--- src/hw/rtl/lags_pkg.sv ---
// Shared types and constants for the lookahead goal selector.
`timescale 1ns / 1ps

package lags_pkg;

	localparam int unsigned LOOK_BITS = 24;
	localparam int unsigned SLOT_BITS = 10;

	localparam logic [LOOK_BITS-1:0]   LOOK_RESET    = 24'd1280;
	localparam logic [2*LOOK_BITS-1:0] LOOK_SQ_RESET = 48'd1638400;

	localparam logic REQ_LOAD = 1'b0;
	localparam logic REQ_POSE = 1'b1;

	typedef enum logic [5:0] {
		ST_IDLE = 6'b000001,
		ST_RD   = 6'b000010,
		ST_DIFF = 6'b000100,
		ST_MUL  = 6'b001000,
		ST_CMP  = 6'b010000,
		ST_OUT  = 6'b100000
	} state_t;

	// Commands from the controller to the datapath.
	typedef struct packed {
		logic load;
		logic start;
		logic rd;
		logic diff;
		logic mul;
		logic step;
		logic commit;
	} cmd_t;

	// Status from the datapath back to the controller.
	typedef struct packed {
		logic path_empty;
		logic more;
		logic out_busy;
	} sts_t;

endpackage

--- src/hw/rtl/lags_ctrl.sv ---
// Controller state machine that sequences loads and the waypoint walk.
`timescale 1ns / 1ps

module lags_ctrl
	import lags_pkg::*;
(
	input  logic clk,
	input  logic arst_n,
	input  logic in_valid,
	output logic in_stall,
	input  logic req_type,
	input  sts_t sts,
	output cmd_t cmd
);

	state_t state_q, state_d;
	logic   accept;

	assign in_stall = (state_q != ST_IDLE);
	assign accept   = in_valid && !in_stall;

	always_comb begin
		state_d = state_q;
		cmd     = '0;
		case (state_q)
			ST_IDLE: begin
				if (accept) begin
					if (req_type == REQ_LOAD) begin
						cmd.load = 1'b1;
					end else if (!sts.path_empty) begin
						cmd.start = 1'b1;
						state_d   = ST_RD;
					end
				end
			end
			ST_RD: begin
				cmd.rd  = 1'b1;
				state_d = ST_DIFF;
			end
			ST_DIFF: begin
				cmd.diff = 1'b1;
				state_d  = ST_MUL;
			end
			ST_MUL: begin
				cmd.mul = 1'b1;
				state_d = ST_CMP;
			end
			ST_CMP: begin
				if (sts.more) begin
					cmd.step = 1'b1;
					state_d  = ST_RD;
				end else begin
					state_d = ST_OUT;
				end
			end
			ST_OUT: begin
				// Wait until the output register is free for the new word.
				if (!sts.out_busy) begin
					cmd.commit = 1'b1;
					state_d    = ST_IDLE;
				end
			end
			default: begin
				state_d = ST_IDLE;
			end
		endcase
	end

	always_ff @(posedge clk or negedge arst_n) begin
		if (!arst_n) begin
			state_q <= ST_IDLE;
		end else begin
			state_q <= state_d;
		end
	end

endmodule

--- config.mk ---
export PLATFORM = sky130hd
export DESIGN_NAME = lags_ctrl
export DESIGN_NICKNAME = d
export VERILOG_FILES = /design/src/hw/rtl/lags_pkg.sv /design/src/hw/rtl/lags_ctrl.sv
export SDC_FILE = /design/constraint.sdc
export NUM_CORES = 1
export LEC_CHECK = 0
export BUFFER_PORTS_ARGS = -buffer_cell sky130_fd_sc_hd__buf_2
export CAP_MARGIN = 15
export CORE_AREA = 3 3 40 42
export CTS_CLUSTER_SIZE = 30
export DETAILED_ROUTE_END_ITERATION = 10
export DIE_AREA = 0 0 43 45
export GPL_ROUTABILITY_DRIVEN = 0
export PLACE_DENSITY = 0.58
export SLEW_MARGIN = 5
export SYNTH_ARGS = -nofsm -noshare
export SYNTH_HDL_FRONTEND = slang
export SYNTH_SLANG_ARGS = --single-unit
--- constraint.sdc ---
create_clock -name clk -period 4.33 [get_ports clk]
set_clock_uncertainty 0.1 [all_clocks]
set_input_delay 1.0825 -clock clk [delete_from_list [all_inputs] [get_ports clk]]
set_output_delay 1.0825 -clock clk [all_outputs]
set_load 0.005 [all_outputs]
# Word-level counts from Yosys, hierarchy flattened
# Cells that the tools add are included.
[totals]
ff_bits = 6
output_inout_bits = 8
word_cells = 33
inputBits = 7
[op_classes]
n_eq_ne = 11
mux = 18
reduce_logical = 3
[ops]
columns = ["op", "count"]
rows = [
  ["one-hot mux 6 bit (6 select lines)", 1],
  ["two-way mux 6 bit", 5],
  ["two-way mux 1 bit", 10],
  ["!= test 2 bit, second input constant", 4],
  ["== test 6 x 1 -> 1 bit, second input constant", 1],
  ["== test 6 x 2 -> 1 bit, second input constant", 1],
  ["== test 6 x 3 -> 1 bit, second input constant", 1],
  ["== test 6 x 4 -> 1 bit, second input constant", 1],
  ["== test 6 x 5 -> 1 bit, second input constant", 1],
  ["== test 6 bit, second input constant", 1],
  ["!= test 6 x 1 -> 1 bit, second input constant", 1],
  ["two-way mux 2 bit", 2],
  ["AND reduction 4 bit", 1],
  ["logical AND 1 bit", 1],
  ["zero test 1 bit", 1],
]

# Depth between registers and ports, before layout
# Gate-level depths: netlist (run 1).
[logic_depth]
depth_word = 5
depth_mapped = 4
ltp_nobuf = 4

# Least setup slack after synthesis (run 1)
# OpenSTA, ideal clock, no wires.
[synth_path]
kind = "input-to-output"
start = "input sts[2] (netlist bit)"
end = "output cmd[5] (netlist bit)"
setup_slack_ps = 1788
cell_stages = 2
n_path_buf = 0
t_required_ps = 3148
arrival_time_ps = 1359
path_cell_list = "nand3b_1 > nor2_1"
[synth_lines]
columns = ["element", "line", "rtl"]
rows = [
  ["from (decl)", "lags_ctrl.sv:12", "input sts_t sts,"],
  ["to (decl)", "lags_ctrl.sv:13", "output cmd_t cmd"],
]

==> results.py, run 1 <==
metrics = {
    "outcome": {
        "outcome": "finished clean",
    },
    "pwr": {
        "power.density_nw_per_um2": 396.1,
        "p_leak_nw": 0.2478,
        "peakVddDrop_v": 0.0001522,
    },
    "cells_and_area": {
        "top_regs": "state_q: 6 flops",
        "largest_register_ffs": 6,
        "antennaDiodeCount": 0,
        "multi_input_area_um2": 192.7,
        "largest_register": "state_q",
        "nets": 63,
        "drive_gt1_share_pct": 38.18,
        "layout.area.seq_um2": 151.4,
        "nFillCells": 146,
        "utilization_pct": 36.03,
        "area_delta_synth_final_pct": 30.28,
    },
    "logic_synthesis": {
        "ys.warnings.count": 0,
        "yosys.area.top_type": "dfrtp_1",
        "synth-async-reset-ratio_pct": 100.0,
        "synth_ff_type": "dfrtp_1",
        "synth.top_cells.by_count": "6 x nor2_1, 5 x dfrtp_1, 4 x and3_1",
        "ys_seq_area_share_pct": 42.61,
        "ys_seq_elements": 6,
        "syn_area_um2": 355.3,
        "synth_cells": 38,
        "synthesis.area_per_instance_um2": 9.351,
        "synth_top_family_by_area": "simple AND/OR/NAND/NOR gates",
        "synth-compound-area-share_pct": 12.32,
        "yosysTopAreaCellShare_pct": 35.21,
        "synth-simple-area-share_pct": 39.44,
        "synth_xor_area_share_pct": 2.465,
        "synth_most_common_cell": "nor2_1",
        "yosysUniqueCellTypes": 20,
        "yosys-top-cells-area": "dfrtp_1 35%, dfstp_2 7.4%, and3_1 7.0%, and4b_2 6.3%, nor2_1 6.3%",
        "synthMuxAreaShare_pct": 0,
        "synth_edf_count": 0,
        "syn_nets": 45,
        "synth_fa_ha_area_share_pct": 0,
    },
    "sta": {
        "setup_violations": 0,
        "finalCritPeriodShare_pct": 63.56,
        "relSlewSlack_pct": 77.74,
        "finalHoldViolCount": 0,
        "worst_pin_slew_ns": 0.3326,
        "fmax_mhz": 363.4,
        "fin_setup_tns_ns": 0,
        "layout_min_cycle_time_ns": 2.752,
        "rsz0062_at_grt": "no",
        "slew_violations": 0,
    },
    "worst_setup_path": {
        "crit_start": "state_q[4]",
        "worstPathCellList": "nor2_1 > nand4b_1 > nor3b_1 > buf_2",
        "crit_type": "reg2out",
        "max_stage_delay_ns": 0.42,
        "r2r_end": "state_q[0]",
        "ff2ff_path_depth": 4,
        "crit_path_top_delay_cell": "dfrtp_1",
        "cp_data_arrival_time_ns": 1.57,
        "reg2reg_slack_ns": 2.84,
        "setup.worst_path.end": "cmd[6]",
        "r2r-start": "state_q[0]",
        "cp_max_fo": 7,
        "required_ns": 3.15,
        "endpoint_kind": "output port",
        "start_kind": "register",
    },
    "clock_tree": {
        "postCtsResizedCells": 0,
        "cts_tree": "yes",
        "cts_made_buffers": 3,
        "htreeDepth": 1,
        "holdBufCountCts": 0,
        "insertion_delay_ns": 0.24,
        "cts_root_buf": "clkbuf_4",
        "cts_buffer_depth": 2,
        "post-cts-setup-buffer-count": 0,
        "clock-sinks": 6,
        "clk_pin_slew_ns": 0.05,
    },
    "placed_design": {
        "hpwl_um": 625.2,
        "portBuffers": 14,
    },
    "die": {
        "start_util_pct": 27.65,
        "die_area_um2": 1935,
        "io_pins": 15,
        "die_width_um": 43,
        "rows": 13,
        "core_um2": 1285,
        "die_h_um": 45,
    },
    "min_path": {
        "hp-class": "reg2reg",
    },
    "flow_run": {
        "maxCapViolCount": 0,
    },
    "routing": {
        "avgRoutedWirePerCell_um": 10.69,
        "drt_first_iter_violations": 11,
        "drtAntennaViolNets": 0,
        "drc": 0,
        "vias_per_cell": 4.600,
        "detailedRoute.firstPassIterationCount": 2,
        "vias": 322,
        "drt-total-wl_um": 748,
    },
    "global_routing": {
        "antenna_found_initial": 0,
        "track_usage_pct": 8.221,
        "grt_max_degree": 8,
        "grt_overflow": 0,
        "grt_pass1_wl_um": 1179,
        "grt_pass1_vias": 304,
    },
}
layout make-up:
type                            instances  share of cell area, %
Multi-Input combinational cell         30                  41.62
Timing Repair Buffer                   14                  15.14
Tap cell                               15                  4.054
Sequential cell                         6                  32.70
Clock buffer                            4                  5.676
Inverter                                1                 0.8108
through the flow:
| stage | power (mW) | instances | instance area [um^2] | setup slack (ns) | hold slack [ns] |
|---|---|---|---|---|---|
| 2_1_floorplan | 0.1121 | 38 | 355.3 | 1.788 | 0.4323 |
| 3_3_place_gp | 0.1315 | 66 | 436.7 | 1.600 | 0.4812 |
| 3_5_place_dp | 0.1319 | 66 | 436.7 | 1.584 | 0.4773 |
| 4_1_cts | 0.1874 | 70 | 462.9 | 1.566 | 0.4906 |
| 5_1_grt | 0.2011 | 70 | 462.9 | 1.441 | 0.5368 |
| 6_report | 0.1834 | 70 | 462.9 | 1.578 | 0.4849 |
critical path: cells and delay by family (launching register included):
family | cells | cell delay (ns)
buffers and inverters | 1 | 0.14
AND/OR/NAND/NOR | 3 | 0.78
flip-flops | 1 | 0.42
routing by layer:
metal / GRT usage [%] / vias to the layer above / part of all wire [%]
li1: - / 173 / -
met1: 10.10 / 145 / 45
met2: 12.57 / 4 / 51
met3: 2.390 / 0 / 4.1
met4: 5.422 / 0 / 0
met5: 0 / - / 0
cell families (layout without fill, tap and decap cells):
family,count (synthesis),count (layout)
AND/OR/NAND/NOR,22,22
AO/OA/AOI/OAI,7,7
flip-flops,6,6
buffers and inverters,2,19
XOR/XNOR,1,1
how the worst min path moves through the flow:
stage                    start          to  slack [ns]  cells after the start
floorplan           state_q[5]  state_q[0]        0.43                      1
global placement    state_q[5]  state_q[0]        0.48                      1
detailed placement  state_q[5]  state_q[0]        0.48                      1
CTS                 state_q[5]  state_q[0]        0.49                      1
global route            arst_n  state_q[3]        0.54                      1
finish              state_q[5]  state_q[0]        0.48                      1
power by group:
part | total [mW] | leakage, nW | internal [mW] | switching, mW
registers | 0.0748 | 0.0800 | 0.0653 | 0.00946
clock network | 0.0531 | 0.0150 | 0.0348 | 0.0183
logic | 0.0555 | 0.153 | 0.0276 | 0.0279
total | 0.183 | 0.248 | 0.128 | 0.0557
cell usage in the layout, fill, tap and decap left out, types with 2 or more instances in the layout:
cell	Yosys	final
clkbuf_4	0	3
nand4b_1	2	2
nor2_1	6	6
o21ai_0	3	3
o31a_1	2	2
dfrtp_1	5	5
and3_1	4	4
nor2b_1	2	2
buf_2	0	14
and4b_2	2	2
Note: power is estimated with default switching activity, not from simulation.
==> run 2: changes to the inputs <==
--- a/config.mk
+++ b/config.mk
@@ -5,6 +5,7 @@
 export SDC_FILE = /design/constraint.sdc
 export NUM_CORES = 1
 export LEC_CHECK = 0
+export ABC_AREA = 1
 export BUFFER_PORTS_ARGS = -buffer_cell sky130_fd_sc_hd__buf_2
 export CAP_MARGIN = 15
 export CORE_AREA = 3 3 40 42
@@ -12,7 +13,7 @@
 export DETAILED_ROUTE_END_ITERATION = 10
 export DIE_AREA = 0 0 43 45
 export GPL_ROUTABILITY_DRIVEN = 0
-export PLACE_DENSITY = 0.58
+export PLACE_DENSITY = 0.65
 export SLEW_MARGIN = 5
 export SYNTH_ARGS = -nofsm -noshare
 export SYNTH_HDL_FRONTEND = slang
==> constraint.sdc (replaced) <==
create_clock -name clk -period 2.5 [get_ports clk]
set_clock_uncertainty 0.1 [all_clocks]
set_input_delay 0.625 -clock clk [delete_from_list [all_inputs] [get_ports clk]]
set_output_delay 0.625 -clock clk [all_outputs]
set_load 0.005 [all_outputs]
==> run 2 against run 1 <==
Combinational power rose to 4.1 times the previous value. Synthesized area increased by 17%. Utilization up 4.7 points. Synthesized cell count up 47%. Global-route usage grew 2.2 points. Clock power grew 92%. Sequential share of layout area fell by 3.8 points. Via count rose by 14%. Setup slack worse by 1.1 ns. Hold slack worse by 0.40 ns. Critical endpoint unchanged. Largest power group is now combinational logic.
==> results.py, run 2 <==
metrics = {
    "outcome": {
        "outcome": "finished clean",
    },
    "logic_synthesis": {
        "synth.top_cells.by_count": "19 x inv_1, 9 x nor2_1, 6 x nand3_1",
        "synth-async-reset-ratio_pct": 100.0,
        "synthesis.area_per_instance_um2": 7.418,
        "synth_ff_type": "dfrtp_1",
        "ys_seq_elements": 6,
        "synth_most_common_cell": "inv_1",
        "synth_cells": 56,
        "ys_seq_area_share_pct": 36.45,
        "syn_area_um2": 415.4,
        "yosys-top-cells-area": "dfrtp_1 30%, inv_1 17%, nor2_4 11%, nor2_1 8.1%, nand3_1 7.2%",
        "yosysUniqueCellTypes": 14,
        "syn_nets": 63,
        "synth_edf_count": 0,
        "yosys.area.top_type": "dfrtp_1",
        "ys.warnings.count": 0,
        "yosysTopAreaCellShare_pct": 30.12,
    },
    "global_routing": {
        "antenna_found_initial": 0,
        "grt_overflow": 0,
        "track_usage_pct": 10.39,
        "grt_max_degree": 7,
        "grt_pass1_vias": 352,
        "grt_pass1_wl_um": 1407,
    },
    "routing": {
        "vias_per_cell": 4.159,
        "drc": 0,
        "drt_first_iter_violations": 4,
        "avgRoutedWirePerCell_um": 9.568,
        "drt-total-wl_um": 842,
        "drtAntennaViolNets": 0,
        "vias": 366,
        "detailedRoute.firstPassIterationCount": 4,
    },
    "flow_run": {
        "maxCapViolCount": 0,
    },
    "sta": {
        "relSlewSlack_pct": 82.92,
        "finalCritPeriodShare_pct": 82.26,
        "fin_setup_tns_ns": 0,
        "slew_violations": 0,
        "final.setup.worst_slack_ns": 0.4436,
        "fmax_mhz": 486.3,
        "setup_violations": 0,
        "worst_pin_slew_ns": 0.2549,
        "finalHoldViolCount": 0,
        "layout_min_cycle_time_ns": 2.056,
        "hold_slack_ns": 0.08451,
        "rsz0062_at_grt": "no",
    },
    "cells_and_area": {
        "stdcell_count": 88,
        "final_cell_mix": "19 x inv_1, 14 x buf_2, 9 x nor2_1, 6 x nand3_1, 5 x dfrtp_1",
        "utilization_pct": 40.70,
        "largest_register": "state_q",
        "fin_area_um2": 523.0,
        "nets": 81,
        "nFillCells": 146,
        "area_delta_synth_final_pct": 25.90,
        "layout_commonest_cell": "inv_1",
        "antennaDiodeCount": 0,
        "largest_register_ffs": 6,
        "drive_gt1_share_pct": 36.99,
        "top_regs": "state_q: 6 flops",
    },
    "die": {
        "die_area_um2": 1935,
        "die_width_um": 43,
        "start_util_pct": 32.33,
        "core_um2": 1285,
        "rows": 13,
        "die_h_um": 45,
        "io_pins": 15,
    },
    "worst_setup_path": {
        "start_kind": "register",
        "crit_type": "reg2out",
        "cp_data_arrival_time_ns": 1.33,
        "cp_max_fo": 6,
        "required_ns": 1.77,
        "endpoint_kind": "output port",
        "ff2ff_path_depth": 6,
    },
    "pwr": {
        "power.density_nw_per_um2": 930.9,
        "fin_total_pwr_mw": 0.4869,
        "p_leak_nw": 0.3429,
        "peakVddDrop_v": 0.0004814,
    },
    "clock_tree": {
        "htreeDepth": 1,
        "cts_made_buffers": 3,
        "clock-sinks": 6,
        "cts_tree": "yes",
        "cts_root_buf": "clkbuf_4",
        "postCtsResizedCells": 0,
        "insertion_delay_ns": 0.25,
        "cts_buffer_depth": 2,
        "holdBufCountCts": 0,
        "post-cts-setup-buffer-count": 0,
        "clk_pin_slew_ns": 0.05,
    },
    "placed_design": {
        "dpl.cell_count": 84,
        "pre_cts_slack_ns": 0.5192,
        "place_area_um2": 496.7,
        "hpwl_um": 700,
        "portBuffers": 14,
    },
    "min_path": {
        "hp-class": "in2async",
    },
}
## run 2: cell types whose count changed in the layout (fill, tap and decap cells not counted), sizes merged, moves of 2 or more
cell    change
inv        +18
nor2       +10
nand3       +6
and3        -4
o21ai       -4
nand2       +3
and4b       -2
nand4b      -2
nor2b       -2
o31a        -2
## run 2: critical path: stages, from the launching register on
cell and delay [ns]:
dfstp_2 0.54, inv_1 0.06, nor2_4 0.09, nand3_4 0.11, nor3_1 0.13, buf_2 0.13
## run 2: kinds of logic (layout without fill, tap and decap cells)
group,count (synthesis),after routing,share of synthesized area [%]
AOI/OAI and AO/OA,2,2,3.315
and+or+nand+nor,28,28,41.26
buffers and inverters,20,37,18.98
DFF,6,6,36.45
## run 2: final timing paths
kind                            startpoint    endpoint  slack [ns]
worst min register to register  state_q[2]  state_q[4]        0.57
min in group clk                    sts[1]  state_q[5]        0.47
worst max-delay path            state_q[0]      cmd[6]        0.44
max in group asynchronous           arst_n  state_q[0]        2.00
worst min-delay path                arst_n  state_q[2]        0.08
worst max register to register  state_q[0]  state_q[1]        1.19
## run 2: per-layer routing
metal	GRT usage, %	routed length (um)
met1	9.337	333
met2	19.46	432
met3	2.390	55
met4	9.036	20
met5	0	0
## run 2: report_power, final
group / leakage (nW) / switching, mW / total [mW] / internal (mW)
logic: 0.249 / 0.130 / 0.228 / 0.0977
clock network: 0.0150 / 0.0411 / 0.102 / 0.0609
registers: 0.0788 / 0.0286 / 0.157 / 0.128
## run 2: final cells by class
class	instances	area [um^2]	share of cell area, %
Timing Repair Buffer	14	70.07	13.40
Tap cell	15	18.77	3.589
Multi-Input combinational cell	30	185.2	35.41
Inverter	19	71.32	13.64
Sequential cell	6	151.4	28.95
Clock buffer	4	26.28	5.024
==> run 3: changes to the inputs <==
--- a/config.mk
+++ b/config.mk
@@ -5,7 +5,7 @@
 export SDC_FILE = /design/constraint.sdc
 export NUM_CORES = 1
 export LEC_CHECK = 0
-export ABC_AREA = 1
+export ABC_AREA = 0
 export BUFFER_PORTS_ARGS = -buffer_cell sky130_fd_sc_hd__buf_2
 export CAP_MARGIN = 15
 export CORE_AREA = 3 3 40 42
@@ -13,7 +13,7 @@
 export DETAILED_ROUTE_END_ITERATION = 10
 export DIE_AREA = 0 0 43 45
 export GPL_ROUTABILITY_DRIVEN = 0
-export PLACE_DENSITY = 0.65
+export PLACE_DENSITY = 0.59
 export SLEW_MARGIN = 5
 export SYNTH_ARGS = -nofsm -noshare
 export SYNTH_HDL_FRONTEND = slang
==> constraint.sdc (replaced) <==
create_clock -name clk -period 1.8 [get_ports clk]
set_clock_uncertainty 0.1 [all_clocks]
set_input_delay 0.45 -clock clk [delete_from_list [all_inputs] [get_ports clk]]
set_output_delay 0.45 -clock clk [all_outputs]
set_load 0.005 [all_outputs]
==> run 3 against run 2 <==
The flow now finishes with violations (negative setup slack). Clock power grew 29%. First-iteration DRC count fell by 75%. Critical path depth is 2 lower. Highest routed layer is now met3.
==> results.py, run 3 (synthesis gave the netlist of run 1 again) <==
metrics = {
    "die": {
        "die_area_um2": 1935,
        "core_um2": 1285,
        "io_pins": 15,
        "die_h_um": 45,
        "die_width_um": 43,
        "start_util_pct": 27.65,
        "rows": 13,
    },
    "worst_setup_path": {
        "cp_max_fo": 6,
        "start_kind": "register",
        "required_ns": 1.25,
        "crit_type": "reg2out",
        "endpoint_kind": "output port",
        "cp_data_arrival_time_ns": 1.34,
        "ff2ff_path_depth": 5,
    },
    "sta": {
        "fin_setup_tns_ns": -0.2442,
        "hold_slack_ns": 0.3279,
        "finalHoldViolCount": 0,
        "rsz0062_at_grt": "yes",
        "worst_pin_slew_ns": 0.3322,
        "setup_violations": 4,
        "layout_min_cycle_time_ns": 1.888,
        "finalCritPeriodShare_pct": 104.9,
        "relSlewSlack_pct": 77.69,
        "slew_violations": 0,
        "fmax_mhz": 529.6,
        "final.setup.worst_slack_ns": -0.08827,
    },
    "global_routing": {
        "grt_pass1_wl_um": 1331,
        "grt_overflow": 0,
        "grt_max_degree": 8,
        "antenna_found_initial": 0,
        "grt_pass1_vias": 338,
        "track_usage_pct": 9.564,
    },
    "cells_and_area": {
        "final_cell_mix": "13 x buf_2, 7 x buf_4, 4 x nor2_1, 4 x and3_1, 4 x dfrtp_1",
        "nFillCells": 132,
        "nets": 72,
        "layout_commonest_cell": "buf_2",
        "antennaDiodeCount": 0,
        "fin_area_um2": 554.3,
        "drive_gt1_share_pct": 51.56,
        "area_delta_synth_final_pct": 55.99,
        "largest_register": "state_q",
        "top_regs": "state_q: 6 flops",
        "utilization_pct": 43.14,
        "largest_register_ffs": 6,
    },
    "flow_run": {
        "maxCapViolCount": 0,
    },
    "placed_design": {
        "pre_cts_slack_ns": 0.1337,
        "portBuffers": 14,
        "place_area_um2": 466.7,
        "hpwl_um": 675.7,
    },
    "clock_tree": {
        "htreeDepth": 1,
        "cts_root_buf": "clkbuf_4",
        "clock-sinks": 6,
        "clk_pin_slew_ns": 0.04,
        "cts_tree": "yes",
        "cts_made_buffers": 3,
        "cts_buffer_depth": 2,
        "insertion_delay_ns": 0.24,
    },
    "routing": {
        "avgRoutedWirePerCell_um": 10.54,
        "drc": 0,
        "drt-total-wl_um": 833,
        "vias_per_cell": 4.658,
        "drtAntennaViolNets": 0,
        "detailedRoute.firstPassIterationCount": 2,
        "drt_first_iter_violations": 1,
        "vias": 368,
    },
    "pwr": {
        "cell_internal_pwr_mw": 0.3655,
        "combPwrFrac_pct": 40.9,
        "seq_power_share_pct": 33.7,
        "p_sw_share_pct": 29.89,
        "peakVddDrop_v": 0.0004051,
        "p_leak_nw": 0.2951,
        "p_clk_share_pct": 25.4,
        "power.density_nw_per_um2": 940.5,
        "p_sw_mw": 0.1558,
    },
    "min_path": {
        "whs_path_depth": 2,
        "hp-class": "in2reg",
    },
    "outcome": {
        "outcome": "complete, but fails checks",
        "violations": "negative setup slack",
    },
}
## run 3: per-layer routing
layer	part of all wire (%)	wire length (um)	global-route usage, %	vias to the layer above
met5	0	0	0	-
met4	0	0	5.422	0
met3	5.3	44	3.586	0
met2	49	412	14.37	6
met1	45	377	11.82	168
li1	-	-	-	194
## run 3: critical path, cell delays in order, from the launching register on
cell and delay (ns):
dfstp_2 0.56, nand4b_1 0.19, nor3b_2 0.22, buf_2 0.13
## run 3: metrics by stage
| stage | instances | total power, mW |
|---|---|---|
| floorplan | 38 | 0.2697 |
| global placement | 70 | 0.3389 |
| detailed placement | 70 | 0.3389 |
| CTS | 77 | 0.5087 |
| global route | 79 | 0.5599 |
| finish | 79 | 0.5213 |
## run 3: final timing paths
| check | start | to | slack (ns) |
|---|---|---|---|
| worst max-delay path | state_q[0] | cmd[6] | -0.09 |
| worst min-delay path | sts[1] | state_q[5] | 0.33 |
| worst max register to register | state_q[0] | state_q[0] | 0.22 |
| worst min register to register | state_q[5] | state_q[0] | 0.54 |
| max in group asynchronous | arst_n | state_q[0] | 0.92 |
| min in group asynchronous | arst_n | state_q[2] | 0.46 |
## run 3: final cells by class
class / instances / area, um^2 / share of cell area, %
Multi-Input combinational cell: 30 / 202.7 / 36.57
Inverter: 1 / 3.754 / 0.6772
Clock buffer: 4 / 26.28 / 4.740
Sequential cell: 6 / 152.6 / 27.54
Timing Repair Buffer: 23 / 150.1 / 27.09
Tap cell: 15 / 18.77 / 3.386
## run 3: what timing repair did
item	4_1_cts	5_1_grt
hold endpoints to repair	5	0
hold buffers	1	0
pin swaps	4	4
setup buffers	2	2
gates resized for setup	2	4
endpoints found under the setup margin	6	8
## run 3: power groups by stage
stage | clock (mW) | combinational [mW] | sequential (mW)
finish | 0.132 | 0.213 | 0.176
global route | 0.144 | 0.236 | 0.179
CTS | 0.139 | 0.191 | 0.179
detailed placement | 0 | 0.159 | 0.180
global placement | 0 | 0.158 | 0.181
floorplan | 0 | 0.0940 | 0.176
